==> config.mk <==
export PLATFORM = sky130hd
export DESIGN_NAME = dwes_line_buf
export DESIGN_NICKNAME = d
export VERILOG_FILES = /design/src/sv/dwes_pkg.sv /design/src/sv/dwes_line_buf.sv
export SDC_FILE = /design/constraint.sdc
export NUM_CORES = 2
export LEC_CHECK = 0
export BUFFER_PORTS_ARGS = -buffer_cell sky130_fd_sc_hd__buf_2
export CAP_MARGIN = 20
export CORE_MARGIN = 2
export CORE_UTILIZATION = 50
export CTS_CLUSTER_SIZE = 40
export DETAILED_ROUTE_END_ITERATION = 12
export PLACE_DENSITY = 0.68
export SETUP_SLACK_MARGIN = 0.4
export SLEW_MARGIN = 30
export SYNTH_ARGS = -nofsm -noshare
export SYNTH_HDL_FRONTEND = slang
export SYNTH_SLANG_ARGS = --single-unit
==> constraint.sdc <==
create_clock -name clk_i -period 11.2 [get_ports clk_i]
set_input_delay 1.12 -clock clk_i [delete_from_list [all_inputs] [get_ports clk_i]]
set_output_delay 1.12 -clock clk_i [all_outputs]
set_load 0.005 [all_outputs]
==> src/sv/dwes_pkg.sv <==
// Shared widths, reset values and types of the damped wave stencil.
`timescale 1ns / 1ps

package dwes_pkg;

  // Field and register widths
  localparam int unsigned H_W        = 16;
  localparam int unsigned COEF_W     = 16;
  localparam int unsigned SPAN_W     = 10;
  localparam int unsigned SLOPE_W    = 16;
  localparam int unsigned DAMP_W     = 17;
  localparam int unsigned CFG_W      = 17;
  localparam int unsigned CFG_IDX_W  = 2;
  // Edge distance never exceeds the span register
  localparam int unsigned DIST_W     = SPAN_W;

  localparam int unsigned GRID_SIZE_DEF = 64;

  // Register reset values
  localparam logic [COEF_W-1:0]  COEF_A_RST  = 16'd16384;
  localparam logic [SPAN_W-1:0]  SPAN_RST    = 10'd63;
  localparam logic [SLOPE_W-1:0] SLOPE_RST   = 16'd9883;
  localparam logic [DAMP_W-1:0]  MAX_DAMP_RST = 17'd62259;

  // Register indexes on the configuration port
  typedef enum logic [CFG_IDX_W-1:0] {
    CFG_COEF_A      = 2'd0,
    CFG_SPAN_CELLS  = 2'd1,
    CFG_RAMP_SLOPE  = 2'd2,
    CFG_MAX_DAMPING = 2'd3
  } cfg_idx_e;

  // Coefficients used by the arithmetic pipeline
  typedef struct packed {
    logic [COEF_W-1:0]  coef_a;
    logic [SLOPE_W-1:0] ramp_slope;
    logic [DAMP_W-1:0]  max_damping;
  } coef_t;

  // Five-point neighborhood of one cell plus its previous height, edge distance and control flags
  typedef struct packed {
    logic signed [H_W-1:0] nh;
    logic signed [H_W-1:0] sh;
    logic signed [H_W-1:0] wh;
    logic signed [H_W-1:0] eh;
    logic signed [H_W-1:0] ch;
    logic signed [H_W-1:0] prev;
    logic [DIST_W-1:0]     edge_dist;
    logic                  border;
    logic                  frame_end;
  } nbr_t;

endpackage

==> src/sv/dwes_line_buf.sv <==
// Raster counters, line buffers and neighborhood capture stage.
`timescale 1ns / 1ps

module dwes_line_buf import dwes_pkg::*; #(
  parameter int unsigned GRID_SIZE = GRID_SIZE_DEF
) (
  input  logic                  clk_i,
  input  logic                  rst_ni,
  input  logic [SPAN_W-1:0]     span_i,
  input  logic                  in_valid_i,
  output logic                  in_stall_o,
  input  logic signed [H_W-1:0] cur_height_i,
  input  logic signed [H_W-1:0] prev_height_i,
  output logic                  nbr_valid_o,
  input  logic                  nbr_ready_i,
  output nbr_t                  nbr_o
);

  localparam int unsigned CNT_W = $clog2(GRID_SIZE);
  localparam logic [CNT_W-1:0] LAST = CNT_W'(GRID_SIZE - 1);

  logic [CNT_W-1:0] row_q, row_d, col_q, col_d;
  logic             valid_q;
  logic             load;
  logic             xfer;
  logic [CNT_W-1:0] e_addr;
  nbr_t             nbr_q;

  // Line buffers: row above current input, two rows above, previous heights
  logic signed [H_W-1:0] line1_mem [GRID_SIZE];
  logic signed [H_W-1:0] line2_mem [GRID_SIZE];
  logic signed [H_W-1:0] pline_mem [GRID_SIZE];

  logic signed [11:0] ri, cj, sp, d_a, d_b, d_m;
  logic [DIST_W-1:0]  cell_dist;
  logic               border, last_cell;

  // Take a new cell when the capture stage is empty or moving on
  assign load       = !valid_q || nbr_ready_i;
  assign xfer       = in_valid_i && load;
  assign in_stall_o = !load;

  // Advance the raster position
  always_comb begin
    col_d = col_q;
    row_d = row_q;
    if (xfer) begin
      if (col_q == LAST) begin
        col_d = '0;
        row_d = (row_q == LAST) ? '0 : row_q + 1'b1;
      end else begin
        col_d = col_q + 1'b1;
      end
    end
  end

  always_ff @(posedge clk_i or negedge rst_ni) begin
    if (!rst_ni) begin
      row_q <= '0;
      col_q <= '0;
    end else begin
      row_q <= row_d;
      col_q <= col_d;
    end
  end

  // Edge distance of the output cell (row above, same column)
  always_comb begin
    ri  = $signed(12'(row_q)) - 12'sd1;
    cj  = $signed(12'(col_q));
    sp  = $signed({2'b00, span_i});
    d_a = (ri < cj) ? ri : cj;
    d_b = ((sp - ri) < (sp - cj)) ? (sp - ri) : (sp - cj);
    d_m = (d_a < d_b) ? d_a : d_b;
    cell_dist = (d_m < 12'sd0) ? '0 : d_m[DIST_W-1:0];
  end

  assign border    = (row_q == CNT_W'(1)) || (col_q == '0) || (col_q == LAST);
  assign last_cell = (row_q == LAST) && (col_q == LAST);
  assign e_addr    = (col_q == LAST) ? '0 : col_q + 1'b1;

  // Capture the neighborhood and update the line buffers on a transfer
  always_ff @(posedge clk_i) begin
    if (xfer) begin
      nbr_q.sh        <= cur_height_i;
      nbr_q.ch        <= line1_mem[col_q];
      nbr_q.nh        <= line2_mem[col_q];
      nbr_q.eh        <= line1_mem[e_addr];
      nbr_q.wh        <= nbr_q.ch;
      nbr_q.prev      <= pline_mem[col_q];
      nbr_q.edge_dist <= cell_dist;
      nbr_q.border    <= border;
      nbr_q.frame_end <= last_cell;
      line1_mem[col_q] <= cur_height_i;
      line2_mem[col_q] <= line1_mem[col_q];
      pline_mem[col_q] <= prev_height_i;
    end
  end

  // Row zero cells give no result
  always_ff @(posedge clk_i or negedge rst_ni) begin
    if (!rst_ni) begin
      valid_q <= 1'b0;
    end else if (load) begin
      valid_q <= xfer && (row_q != '0);
    end
  end

  assign nbr_valid_o = valid_q;
  assign nbr_o       = nbr_q;

  a_cnt_range: assert property (@(posedge clk_i) disable iff (!rst_ni)
    (row_q <= LAST) && (col_q <= LAST))
    else $error("raster counter out of range");

  a_last_cell: assert property (@(posedge clk_i) disable iff (!rst_ni)
    xfer && last_cell |=> valid_q && nbr_q.frame_end && nbr_q.border)
    else $error("last cell of the grid not captured as frame end");

  a_frame_wrap: assert property (@(posedge clk_i) disable iff (!rst_ni)
    xfer && last_cell |=> (row_q == '0) && (col_q == '0))
    else $error("raster position did not wrap after the last cell");

endmodule

==> impl_results.md <==
* Status: completed
* Delay of the slowest critical-path stage at 720 ps
* Seq/Total Area, Yosys at 77.5%
* Yosys top cell by area: edfxtp_1
* Root Buffer: clkbuf_16
* Initial antenna violation count at 29
* CP Data Arrival Time at 8300 ps
* Routed Antenna Nets at 0
* Area share of fa/ha/maj cells after synthesis at 0.538%
* IO buf count at 155
* YS warnings at 0
* Setup TNS Final at 0 ps
* Critical Path RT at 11,870 ps
* Post-synth ARST share at 0.407%
* IO Count at 156
* Post-synth EDFFs at 3,180
* Die Ht at 501 um
* Num CTS Buffers at 332
* Yosys cell types at 55
* Area contributors post-synth: edfxtp_1 (77%), a22oi_1 (7.9%), mux4_2 (5.8%)
* Hold-fix buffers, CTS at 0
* Cts repair resizes at 0
* Power Dens Cells at 268 mW/mm2
* CP dominant cell by count: ha_1
* Initial Utilization at 50.3%
* Compound-gate portion of the synthesized area at 12.5%
* Net count after synthesis at 6,685
* Post-CTS Setup Inserts at 0
* Top_reg_cell synth: edfxtp_1
* Final GP Congestion at 0.866
* RSZ-0062 raised after global routing: no
* Max FO, Critical Path at 10
* Minimum clock period after layout at 7630 ps
* H-tree levels at 5
* Clock Pin Slew Worst Setup and Hold Paths at 70 ps
* Largest net degree at the start of global routing at 113
* Clock Skew at 79.4 ps
* Final slew viol count at 0
* CTS tree: done
* Highest Clock Rate at 131 MHz
* Vias per cell at 7.28
* Period utilisation layout at 68.1%
* Top-area cell type share of the netlist area at 77.2%
* End-of-flow core utilization at 56.9%
* CP startpoint kind: register
* Die area at 0.251 mm2
* Std cell rows at 182
* Vias in the first global route at 71,269
* Synthesis-stage register bit count at 3,193
* Layout cell share with drive strength beyond 1 at 17.9%
* DP Wirelength at 219,000 um
* Global-route wire length before repair at 554,000 um
* Final-report setup violation count at 0
* Post-Place Cell Area at 0.130 mm2
* Total global-route track usage at 31.3%
* Post-synthesis xor/xnor area fraction at 0.190%
* Largest family of logic cells by synthesized area: compound AO/OA/AOI/OAI gates
* Reg2reg start: row_q[0]
* Drt first pass iters at 6
* Critical path class: register to register
* Worst R2R Setup Slack at 3570 ps
* Crit path capture type: register
* # clock sinks at 3,193
* Post-synthesis mux area share at 5.91%
* Synthesized area per cell at 18.8 um2
* DRT iter0 DRCs at 12,851
* Leakage at 42.3 nW
* Slew margin rel. at 26.4%
* Critical Path Source: row_q[0]
* Worst min-delay path category: input port to async pin
* Die width at 501 um
* Drc violations at 0
* Final Cell Area at 0.140 mm2
* Critical path's slowest cell: o32ai_2
* Worst Tran Pin Value at 1100 ps
* Synth cell count leaders: edfxtp_1 (3,180), a22oi_1 (1,306), clkbuf_1 (342)
* Overall power at 37.6 mW
* Worst-case reg-to-reg path depth at 28
* Max Root-Sink Buffers at 4
* WHS at 41.0 ps
* Simple-gate share of the synthesized area at 1.79%
* Max VDD drop at 0.000342 V
* Via count at 75,071
* Synth-to-Final Area Change at 13.2%
* Max-cap violations at 0
* Reg2reg end: nbr_o[3]
* DRT Wirelength at 400,000 um
* Final hold violations at 0
* Drt wl/cell at 38.7 um
* Core area at 0.246 mm2
* Cell Area, Synth at 0.124 mm2
* Count leader, synth: edfxtp_1
* Grt total ovfl at 0
* Nets at 6,934
* Clk Latency, worst-skew pair at 1000 ps
* Cell count after synthesis at 6,587
==> worst max path at each step <==
stage	to	slack (ps)	cells after the start
final	nbr_o[3]	3570	28
after global placement	nbr_o[2]	3330	27
after floorplan	nbr_o[2]	4510	26
after CTS	nbr_o[3]	3670	28
after global routing	nbr_o[4]	2910	28
after detailed placement	nbr_o[2]	3320	27
==> stage by stage <==
| stage | setup slack, ps | instances |
|---|---|---|
| 6_report | 3570 | 10313 |
| 5_1_grt | 2910 | 10300 |
| 4_1_cts | 3670 | 10294 |
| 3_5_place_dp | 3320 | 9719 |
| 3_3_place_gp | 3330 | 9706 |
| 2_1_floorplan | 4510 | 6587 |
==> report_power, final <==
| group | total [mW] | switching, mW | leakage, nW | internal [mW] |
|---|---|---|---|---|
| registers | 15.7 | 0.244 | 28.9 | 15.5 |
| clock network | 10.5 | 4.45 | 4.99 | 6.09 |
| logic | 11.3 | 8.09 | 8.35 | 3.22 |
| total | 37.6 | 12.8 | 42.3 | 24.8 |
==> layout make-up <==
| cell class | instances | area, um2 |
|---|---|---|
| inverters | 34 | 135 |
| flip-flops and latches | 3193 | 95800 |
| multi-input cells | 2892 | 26700 |
| clock inverters | 165 | 1460 |
| fillers | 17942 | 106000 |
| repair buffers | 383 | 3060 |
| diodes | 16 | 40.0 |
| well taps | 3220 | 4030 |
| clock buffers | 410 | 8730 |
==> flip-flops by register name (all words and copies together) (netlist names) <==
name	cells
col_q	6
line1_mem	1024
line2_mem	1024
nbr_o	108
nbr_valid_o	1
pline_mem	1024
row_q	6
==> cells in the final DEF, fill, tap and decap left out, types with 57 or more instances in the layout <==
cell          n
a21oi_1     106
a221oi_1    115
a22o_1      116
a22oi_1    1306
a31oi_1     128
a41oi_1     190
buf_2       131
buf_4       213
clkbuf_1     72
clkbuf_16   338
clkinv_1     69
edfxtp_1   3180
mux4_2      320
nand2_1      70
nand4_1      77
nor2_4       69
nor4_1       57
==> worst max-delay path, delay by kind of cell, from the launching register on <==
family                     cells  cell delay (ps)
DFF                            1              450
xor gates and xnor gates       1              270
and+or+nand+nor                8             1630
adders and majority gates      4             1250
AOI/OAI and AO/OA             13             3480
buffers and inverters          2              270
==> logic make-up (layout without fill, tap and decap cells) <==
kind of cell             after synthesis  after routing
adder cells (fa/ha/maj)               52             52
flip-flops                          3193           3193
multiplexers                         330            330
other                                  0             16
XOR/XNOR                              26             26
AND/OR/NAND/NOR                      437            437
AO/OA/AOI/OAI                       2047           2047
buffers and inverters                502            992
==> layer usage <==
metal | global-route usage (%) | up-vias | part of all wire, %
met2 | 46.8 | 6597 | 45
met3 | 9.16 | 1070 | 15
met4 | 13.9 | 18 | 5.1
met5 | 0 | - | 0.029
met1 | 42.9 | 38313 | 35
li1 | - | 29073 | -
No activity file was read; power rests on OpenSTA's default activity.
