==> config.mk <==
export PLATFORM = sky130hd
export DESIGN_NAME = dwes_arith
export DESIGN_NICKNAME = d
export VERILOG_FILES = /design/src/sv/dwes_pkg.sv /design/src/sv/dwes_arith.sv
export SDC_FILE = /design/constraint.sdc
export NUM_CORES = 2
export LEC_CHECK = 0
export BUFFER_PORTS_ARGS = -buffer_cell sky130_fd_sc_hd__clkbuf_2
export CAP_MARGIN = 5
export CORE_ASPECT_RATIO = 0.6
export CORE_UTILIZATION = 55
export DETAILED_ROUTE_END_ITERATION = 8
export PLACE_DENSITY = 0.69
export SLEW_MARGIN = 20
export SYNTH_ARGS = -nofsm -noshare
export SYNTH_HDL_FRONTEND = slang
export SYNTH_SLANG_ARGS = --single-unit
export TNS_END_PERCENT = 20
==> constraint.sdc <==
create_clock -name clk_i -period 7.4 [get_ports clk_i]
set_input_delay 1.48 -clock clk_i [delete_from_list [all_inputs] [get_ports clk_i]]
set_output_delay 1.48 -clock clk_i [all_outputs]
set_load 0.03 [all_outputs]
==> src/sv/dwes_pkg.sv <==
// Shared widths, reset values and types of the damped wave stencil.
`timescale 1ns / 1ps

package dwes_pkg;

  // Field and register widths
  localparam int unsigned H_W        = 16;
  localparam int unsigned COEF_W     = 16;
  localparam int unsigned SPAN_W     = 10;
  localparam int unsigned SLOPE_W    = 16;
  localparam int unsigned DAMP_W     = 17;
  localparam int unsigned CFG_W      = 17;
  localparam int unsigned CFG_IDX_W  = 2;
  // Edge distance never exceeds the span register
  localparam int unsigned DIST_W     = SPAN_W;

  localparam int unsigned GRID_SIZE_DEF = 64;

  // Register reset values
  localparam logic [COEF_W-1:0]  COEF_A_RST  = 16'd16384;
  localparam logic [SPAN_W-1:0]  SPAN_RST    = 10'd63;
  localparam logic [SLOPE_W-1:0] SLOPE_RST   = 16'd9883;
  localparam logic [DAMP_W-1:0]  MAX_DAMP_RST = 17'd62259;

  // Register indexes on the configuration port
  typedef enum logic [CFG_IDX_W-1:0] {
    CFG_COEF_A      = 2'd0,
    CFG_SPAN_CELLS  = 2'd1,
    CFG_RAMP_SLOPE  = 2'd2,
    CFG_MAX_DAMPING = 2'd3
  } cfg_idx_e;

  // Coefficients used by the arithmetic pipeline
  typedef struct packed {
    logic [COEF_W-1:0]  coef_a;
    logic [SLOPE_W-1:0] ramp_slope;
    logic [DAMP_W-1:0]  max_damping;
  } coef_t;

  // Five-point neighborhood of one cell plus its previous height, edge distance and control flags
  typedef struct packed {
    logic signed [H_W-1:0] nh;
    logic signed [H_W-1:0] sh;
    logic signed [H_W-1:0] wh;
    logic signed [H_W-1:0] eh;
    logic signed [H_W-1:0] ch;
    logic signed [H_W-1:0] prev;
    logic [DIST_W-1:0]     edge_dist;
    logic                  border;
    logic                  frame_end;
  } nbr_t;

endpackage

==> src/sv/dwes_arith.sv <==
// Arithmetic pipeline: bracket, damping, rounding and saturation.
`timescale 1ns / 1ps

module dwes_arith import dwes_pkg::*; (
  input  logic                  clk_i,
  input  logic                  rst_ni,
  input  coef_t                 coef_i,
  input  logic                  nbr_valid_i,
  output logic                  nbr_ready_o,
  input  nbr_t                  nbr_i,
  output logic                  out_valid_o,
  input  logic                  out_stall_i,
  output logic signed [H_W-1:0] new_height_o,
  output logic                  frame_end_o
);

  // Stage valids and enables
  logic v2_q, v3_q, v4_q, v5_q, vo_q;
  logic en2, en3, en4, en5, eno;

  assign eno = !vo_q || !out_stall_i;
  assign en5 = !v5_q || eno;
  assign en4 = !v4_q || en5;
  assign en3 = !v3_q || en4;
  assign en2 = !v2_q || en3;
  assign nbr_ready_o = en2;

  // Stage 2: neighbor sum and raw damping
  logic signed [17:0]     sum4_q;
  logic signed [H_W-1:0]  c2_q, p2_q;
  logic [25:0]            draw2_q;
  logic                   bd2_q, fe2_q;

  always_ff @(posedge clk_i) begin
    if (en2) begin
      sum4_q  <= 18'(nbr_i.nh) + 18'(nbr_i.sh) + 18'(nbr_i.wh) + 18'(nbr_i.eh);
      c2_q    <= nbr_i.ch;
      p2_q    <= nbr_i.prev;
      draw2_q <= nbr_i.edge_dist * coef_i.ramp_slope;
      bd2_q   <= nbr_i.border;
      fe2_q   <= nbr_i.frame_end;
    end
  end

  // Stage 3: coefficient products and damping clamp
  logic signed [19:0]     coef_b;
  logic signed [34:0]     ta3_q;
  logic signed [35:0]     tb3_q;
  logic signed [31:0]     tp3_q;
  logic [DAMP_W-1:0]      damp3_q;
  logic                   bd3_q, fe3_q;

  assign coef_b = 20'sd131072 - $signed({2'b00, coef_i.coef_a, 2'b00});

  always_ff @(posedge clk_i) begin
    if (en3) begin
      ta3_q   <= $signed({1'b0, coef_i.coef_a}) * sum4_q;
      tb3_q   <= coef_b * c2_q;
      tp3_q   <= $signed({p2_q, 16'b0});
      damp3_q <= (draw2_q > 26'(coef_i.max_damping)) ? coef_i.max_damping
                                                     : draw2_q[DAMP_W-1:0];
      bd3_q   <= bd2_q;
      fe3_q   <= fe2_q;
    end
  end

  // Stage 4: bracket in Q.28
  logic signed [35:0]     brk4_q;
  logic [DAMP_W-1:0]      damp4_q;
  logic                   bd4_q, fe4_q;

  always_ff @(posedge clk_i) begin
    if (en4) begin
      brk4_q  <= 36'(ta3_q) + tb3_q - 36'(tp3_q);
      damp4_q <= damp3_q;
      bd4_q   <= bd3_q;
      fe4_q   <= fe3_q;
    end
  end

  // Stage 5: damping product as two partial products
  logic [34:0]            pl5_q;
  logic signed [35:0]     ph5_q;
  logic                   bd5_q, fe5_q;

  always_ff @(posedge clk_i) begin
    if (en5) begin
      pl5_q <= brk4_q[17:0] * damp4_q;
      ph5_q <= $signed(brk4_q[35:18]) * $signed({1'b0, damp4_q});
      bd5_q <= bd4_q;
      fe5_q <= fe4_q;
    end
  end

  // Output stage: join partials, round to nearest, saturate
  logic signed [53:0]     prod;
  logic signed [21:0]     res;
  logic signed [H_W-1:0]  sat;
  logic signed [H_W-1:0]  nh_q;
  logic                   feo_q;

  always_comb begin
    prod = $signed({ph5_q, 18'b0}) + $signed({19'b0, pl5_q}) + 54'sd2147483648;
    res  = prod[53:32];
    if (res > 22'sd32767) begin
      sat = 16'sh7fff;
    end else if (res < -22'sd32768) begin
      sat = 16'sh8000;
    end else begin
      sat = res[H_W-1:0];
    end
  end

  always_ff @(posedge clk_i) begin
    if (eno) begin
      nh_q  <= bd5_q ? '0 : sat;
      feo_q <= fe5_q;
    end
  end

  // Move valid bits with the data
  always_ff @(posedge clk_i or negedge rst_ni) begin
    if (!rst_ni) begin
      v2_q <= 1'b0;
      v3_q <= 1'b0;
      v4_q <= 1'b0;
      v5_q <= 1'b0;
      vo_q <= 1'b0;
    end else begin
      if (en2) v2_q <= nbr_valid_i;
      if (en3) v3_q <= v2_q;
      if (en4) v4_q <= v3_q;
      if (en5) v5_q <= v4_q;
      if (eno) vo_q <= v5_q;
    end
  end

  assign out_valid_o  = vo_q;
  assign new_height_o = nh_q;
  assign frame_end_o  = feo_q;

  a_stall_full: assert property (@(posedge clk_i) disable iff (!rst_ni)
    !nbr_ready_o |-> v2_q && v3_q && v4_q && v5_q && vo_q && out_stall_i)
    else $error("pipeline stalls with an empty stage");

  a_fe_border: assert property (@(posedge clk_i) disable iff (!rst_ni)
    vo_q && feo_q |-> (nh_q == '0))
    else $error("frame end result is not a zero border cell");

  a_hold: assert property (@(posedge clk_i) disable iff (!rst_ni)
    v5_q && !en5 |=> v5_q && $stable(pl5_q) && $stable(ph5_q))
    else $error("stalled stage lost its partial products");

endmodule

==> impl_metrics.tcl <==
set metrics [dict create \
    status "finished, violations left" \
    violations "negative setup slack" \
    worst-path-max-fanout 5 \
    synth_seq_cells 313 \
    rows 95 \
    worst_path_max_delay_cell "or4_4" \
    clk_latency_ps 610 \
    dr.first_iter.drc_count 3096 \
    yosysUniqueCellTypes 83 \
    finalSetupTns_ps -8720 \
    finalSetupViolations 18 \
    clk_root_buffer_cell "clkbuf_16" \
    drv_cap 0 \
    first_pass_iters 5 \
    num_vias 43300 \
    worst_r2r_path_depth 22 \
    wl_per_cell_um 18.0 \
    r2r_end "ph5_q[31]" \
    period_needed_ps 8130 \
    cts.sinks 313 \
    dieArea_um2 115000 \
    drc_errors 0 \
    syn_nets 8366 \
    grtUsageTotal 0.274 \
    final_nets 8714 \
    finalHoldWorstSlack_ps 415 \
    fillers 9411 \
    cpLargestDelayFamily "adder cells" \
    yosysWarningCount 0 \
    synth_largest_area_cell "fa_1" \
    synth.top_cell.area_share 0.412 \
    die_h_um 263 \
    die_width_um 436 \
    ant_nets 0 \
    rrSetupSlack_ps 210 \
    cts_tree "built" \
    syn_inst 6379 \
    finalHoldViolCount 0 \
    cts_max_level 2 \
    setup.worst_path.end "tb3_q[27]" \
    grt_pass1_wl_um 249000 \
    syn_area_um2 62200 \
    register_area_um2 9370 \
    avgSynthCellArea_um2 9.76 \
    syn_to_final_growth_pct 10.6 \
    r2r-start "damp4_q[8]" \
    cp-end-kind "flop" \
    skew_ps 28.5 \
    cts.path.max_buffers 3 \
    hpwl_um 125000 \
    yosysSeqAreaShare 0.151 \
    startpoint "coef_i[37]" \
    rsz0062_at_grt "true" \
    start_util 0.555 \
    setup_ws_ps -734 \
    routed_wl_um 148000 \
    antenna_found_initial 2 \
    path_clk_slew_ps 60 \
    path_depth 27 \
    max_slew_margin 0.342 \
    critPathRequiredTime_ps 7730 \
    fin_area_um2 68900 \
    timing.final.crit_share 1.10 \
    max_stage_delay_ps 580 \
    antennaDiodeCount 0 \
    core_region_area_um2 112000 \
    viasPerCell 5.24 \
    pin_count 180 \
    cpMostUsedCell "fa_1" \
    async_flop_share 0.0160 \
    ys.flop_type "edfxtp_1" \
    path_class "input port to flop" \
    synth_edf_count 308 \
    placedInstanceArea_um2 67200 \
    multi_input_area_um2 46500 \
    drive_gt1_frac 0.105 \
    grt_overflow_total 0 \
    drv_slew 0 \
    cp_num_buf_inv 6 \
    portBuffers 179 \
    grt_max_degree 58 \
    cp.arrival_ps 8470 \
    fmax_mhz 123 \
    cts_buffers 39 \
    worst_slew_pin_slew_ps 984 \
    startpoint_type "input port" \
    netlist_top_cells_area "fa_1 41%, edfxtp_1 15%, ha_1 11%, inv_1 9.6%, and2_1 5.7%" \
    first_global_vias 46500 \
    hp-class "flop to flop" \
    gp_congestion 0.921 \
]
## worst register-to-register path, delay by kind of cell, from the launching register on
| kind | cells | cell delay [ps] |
|---|---|---|
| AOI/OAI and AO/OA | 6 | 1530 |
| adders and majority gates | 7 | 3230 |
| buffers and inverters | 5 | 560 |
| DFF | 1 | 900 |
| and+or+nand+nor | 4 | 710 |
## worst min path at each step
stage                     cells after the start    endpoint       start  slack (ps)
after CTS                                     0  damp4_q[4]  damp3_q[4]         400
final                                         0  damp4_q[4]  damp3_q[4]         410
after detailed placement                      0  damp4_q[9]  damp3_q[9]         410
after floorplan                               0       bd3_q       bd2_q         400
after global placement                        0  damp4_q[9]  damp3_q[9]         400
after global routing                          0  damp4_q[4]  damp3_q[4]         400
## metal layers
layer  routed length, µm  share of wire  vias up  global-route usage
met5                   0              0        -                   0
met4                3180          0.021        0              0.0575
met3               13200          0.089      170              0.0545
met1               68900           0.47    21800               0.420
met2               62900           0.42     1531               0.404
li1                    -              -    19800                   -
## repair_timing
| item | CTS | global route |
|---|---|---|
| setup endpoints to repair | 20 | 34 |
| hold endpoints to repair | 0 | 0 |
| pin swaps | 38 | 26 |
| buffers inserted | 8 | 7 |
| hold buffers | 0 | 0 |
| resized for setup | 24 | 48 |
## registers in the layout, indices dropped and copies added (netlist names), 16 cells and up
signal        count
damp3_q          17
brk4_q           36
tp3_q            16
ph5_q            36
damp4_q          17
sum4_q           18
pl5_q            17
p2_q             16
c2_q             16
new_height_o     16
tb3_q            33
ta3_q            35
draw2_q          26
## synth_stat cells (all sizes together), types with 72 or more instances
| master | n |
|---|---|
| edfxtp | 308 |
| nor2 | 109 |
| o21ai | 95 |
| and2 | 563 |
| inv | 1592 |
| a21oi | 136 |
| ha | 545 |
| clkbuf | 217 |
| fa | 1281 |
| xnor2 | 163 |
| nand2 | 829 |
| a21o | 72 |
## final cells by class
type,instances,area share
multi-input cells,4249,0.676
clock inverters,25,0.00365
clock buffers,43,0.0147
flip-flops and latches,313,0.136
repair buffers,532,0.0556
well taps,1503,0.0273
inverters,1592,0.0868
## cell families (layout without fill, tap and decap cells)
group | count (synthesis) | count (layout) | share of synthesized area
compound gates | 466 | 466 | 0.0493
xor+xnor | 217 | 217 | 0.0305
fa+ha+maj | 1826 | 1826 | 0.522
buf+inv | 1817 | 2192 | 0.110
flops | 313 | 313 | 0.151
mux | 22 | 22 | 0.00390
simple gates | 1718 | 1718 | 0.134
## metrics by stage
step	worst slack, ps	instances	utilization
2_1_floorplan	-858	6379	-
3_5_place_dp	-1460	8175	0.599
3_3_place_gp	-1360	8175	0.599
5_1_grt	-943	8257	0.614
6_report	-734	8257	0.614
4_1_cts	-564	8251	0.612
## cell usage in the layout, fill, tap and decap left out, types with 9 or more instances in the layout
cell | synthesis | layout
inv_1 | 1592 | 1581
fa_1 | 1281 | 1274
nand2_1 | 829 | 820
and2_1 | 563 | 561
ha_1 | 545 | 534
buf_4 | 2 | 322
edfxtp_1 | 308 | 308
clkbuf_2 | 0 | 178
xnor2_1 | 163 | 157
a21oi_1 | 132 | 126
nor2_1 | 109 | 106
a21o_1 | 70 | 70
o21ai_0 | 67 | 63
xor2_1 | 54 | 50
nand3_1 | 43 | 41
clkbuf_16 | 0 | 40
o21a_1 | 32 | 32
nor3_1 | 32 | 30
o21ai_1 | 27 | 29
nand2b_1 | 24 | 24
and3_1 | 20 | 20
nor2b_1 | 20 | 20
o21bai_1 | 21 | 20
nand4_1 | 18 | 18
buf_12 | 0 | 17
a31oi_1 | 17 | 15
buf_6 | 1 | 13
nor4_1 | 13 | 12
or3_1 | 13 | 12
mux2_1 | 11 | 11
ha_4 | 0 | 11
a211oi_1 | 12 | 10
inv_2 | 0 | 10
a21oi_2 | 4 | 10
nand2_2 | 0 | 9
Power is left out: the tool's default activity adds up to more than one toggle a clock period on the data nets, which glitch-free logic cannot reach.
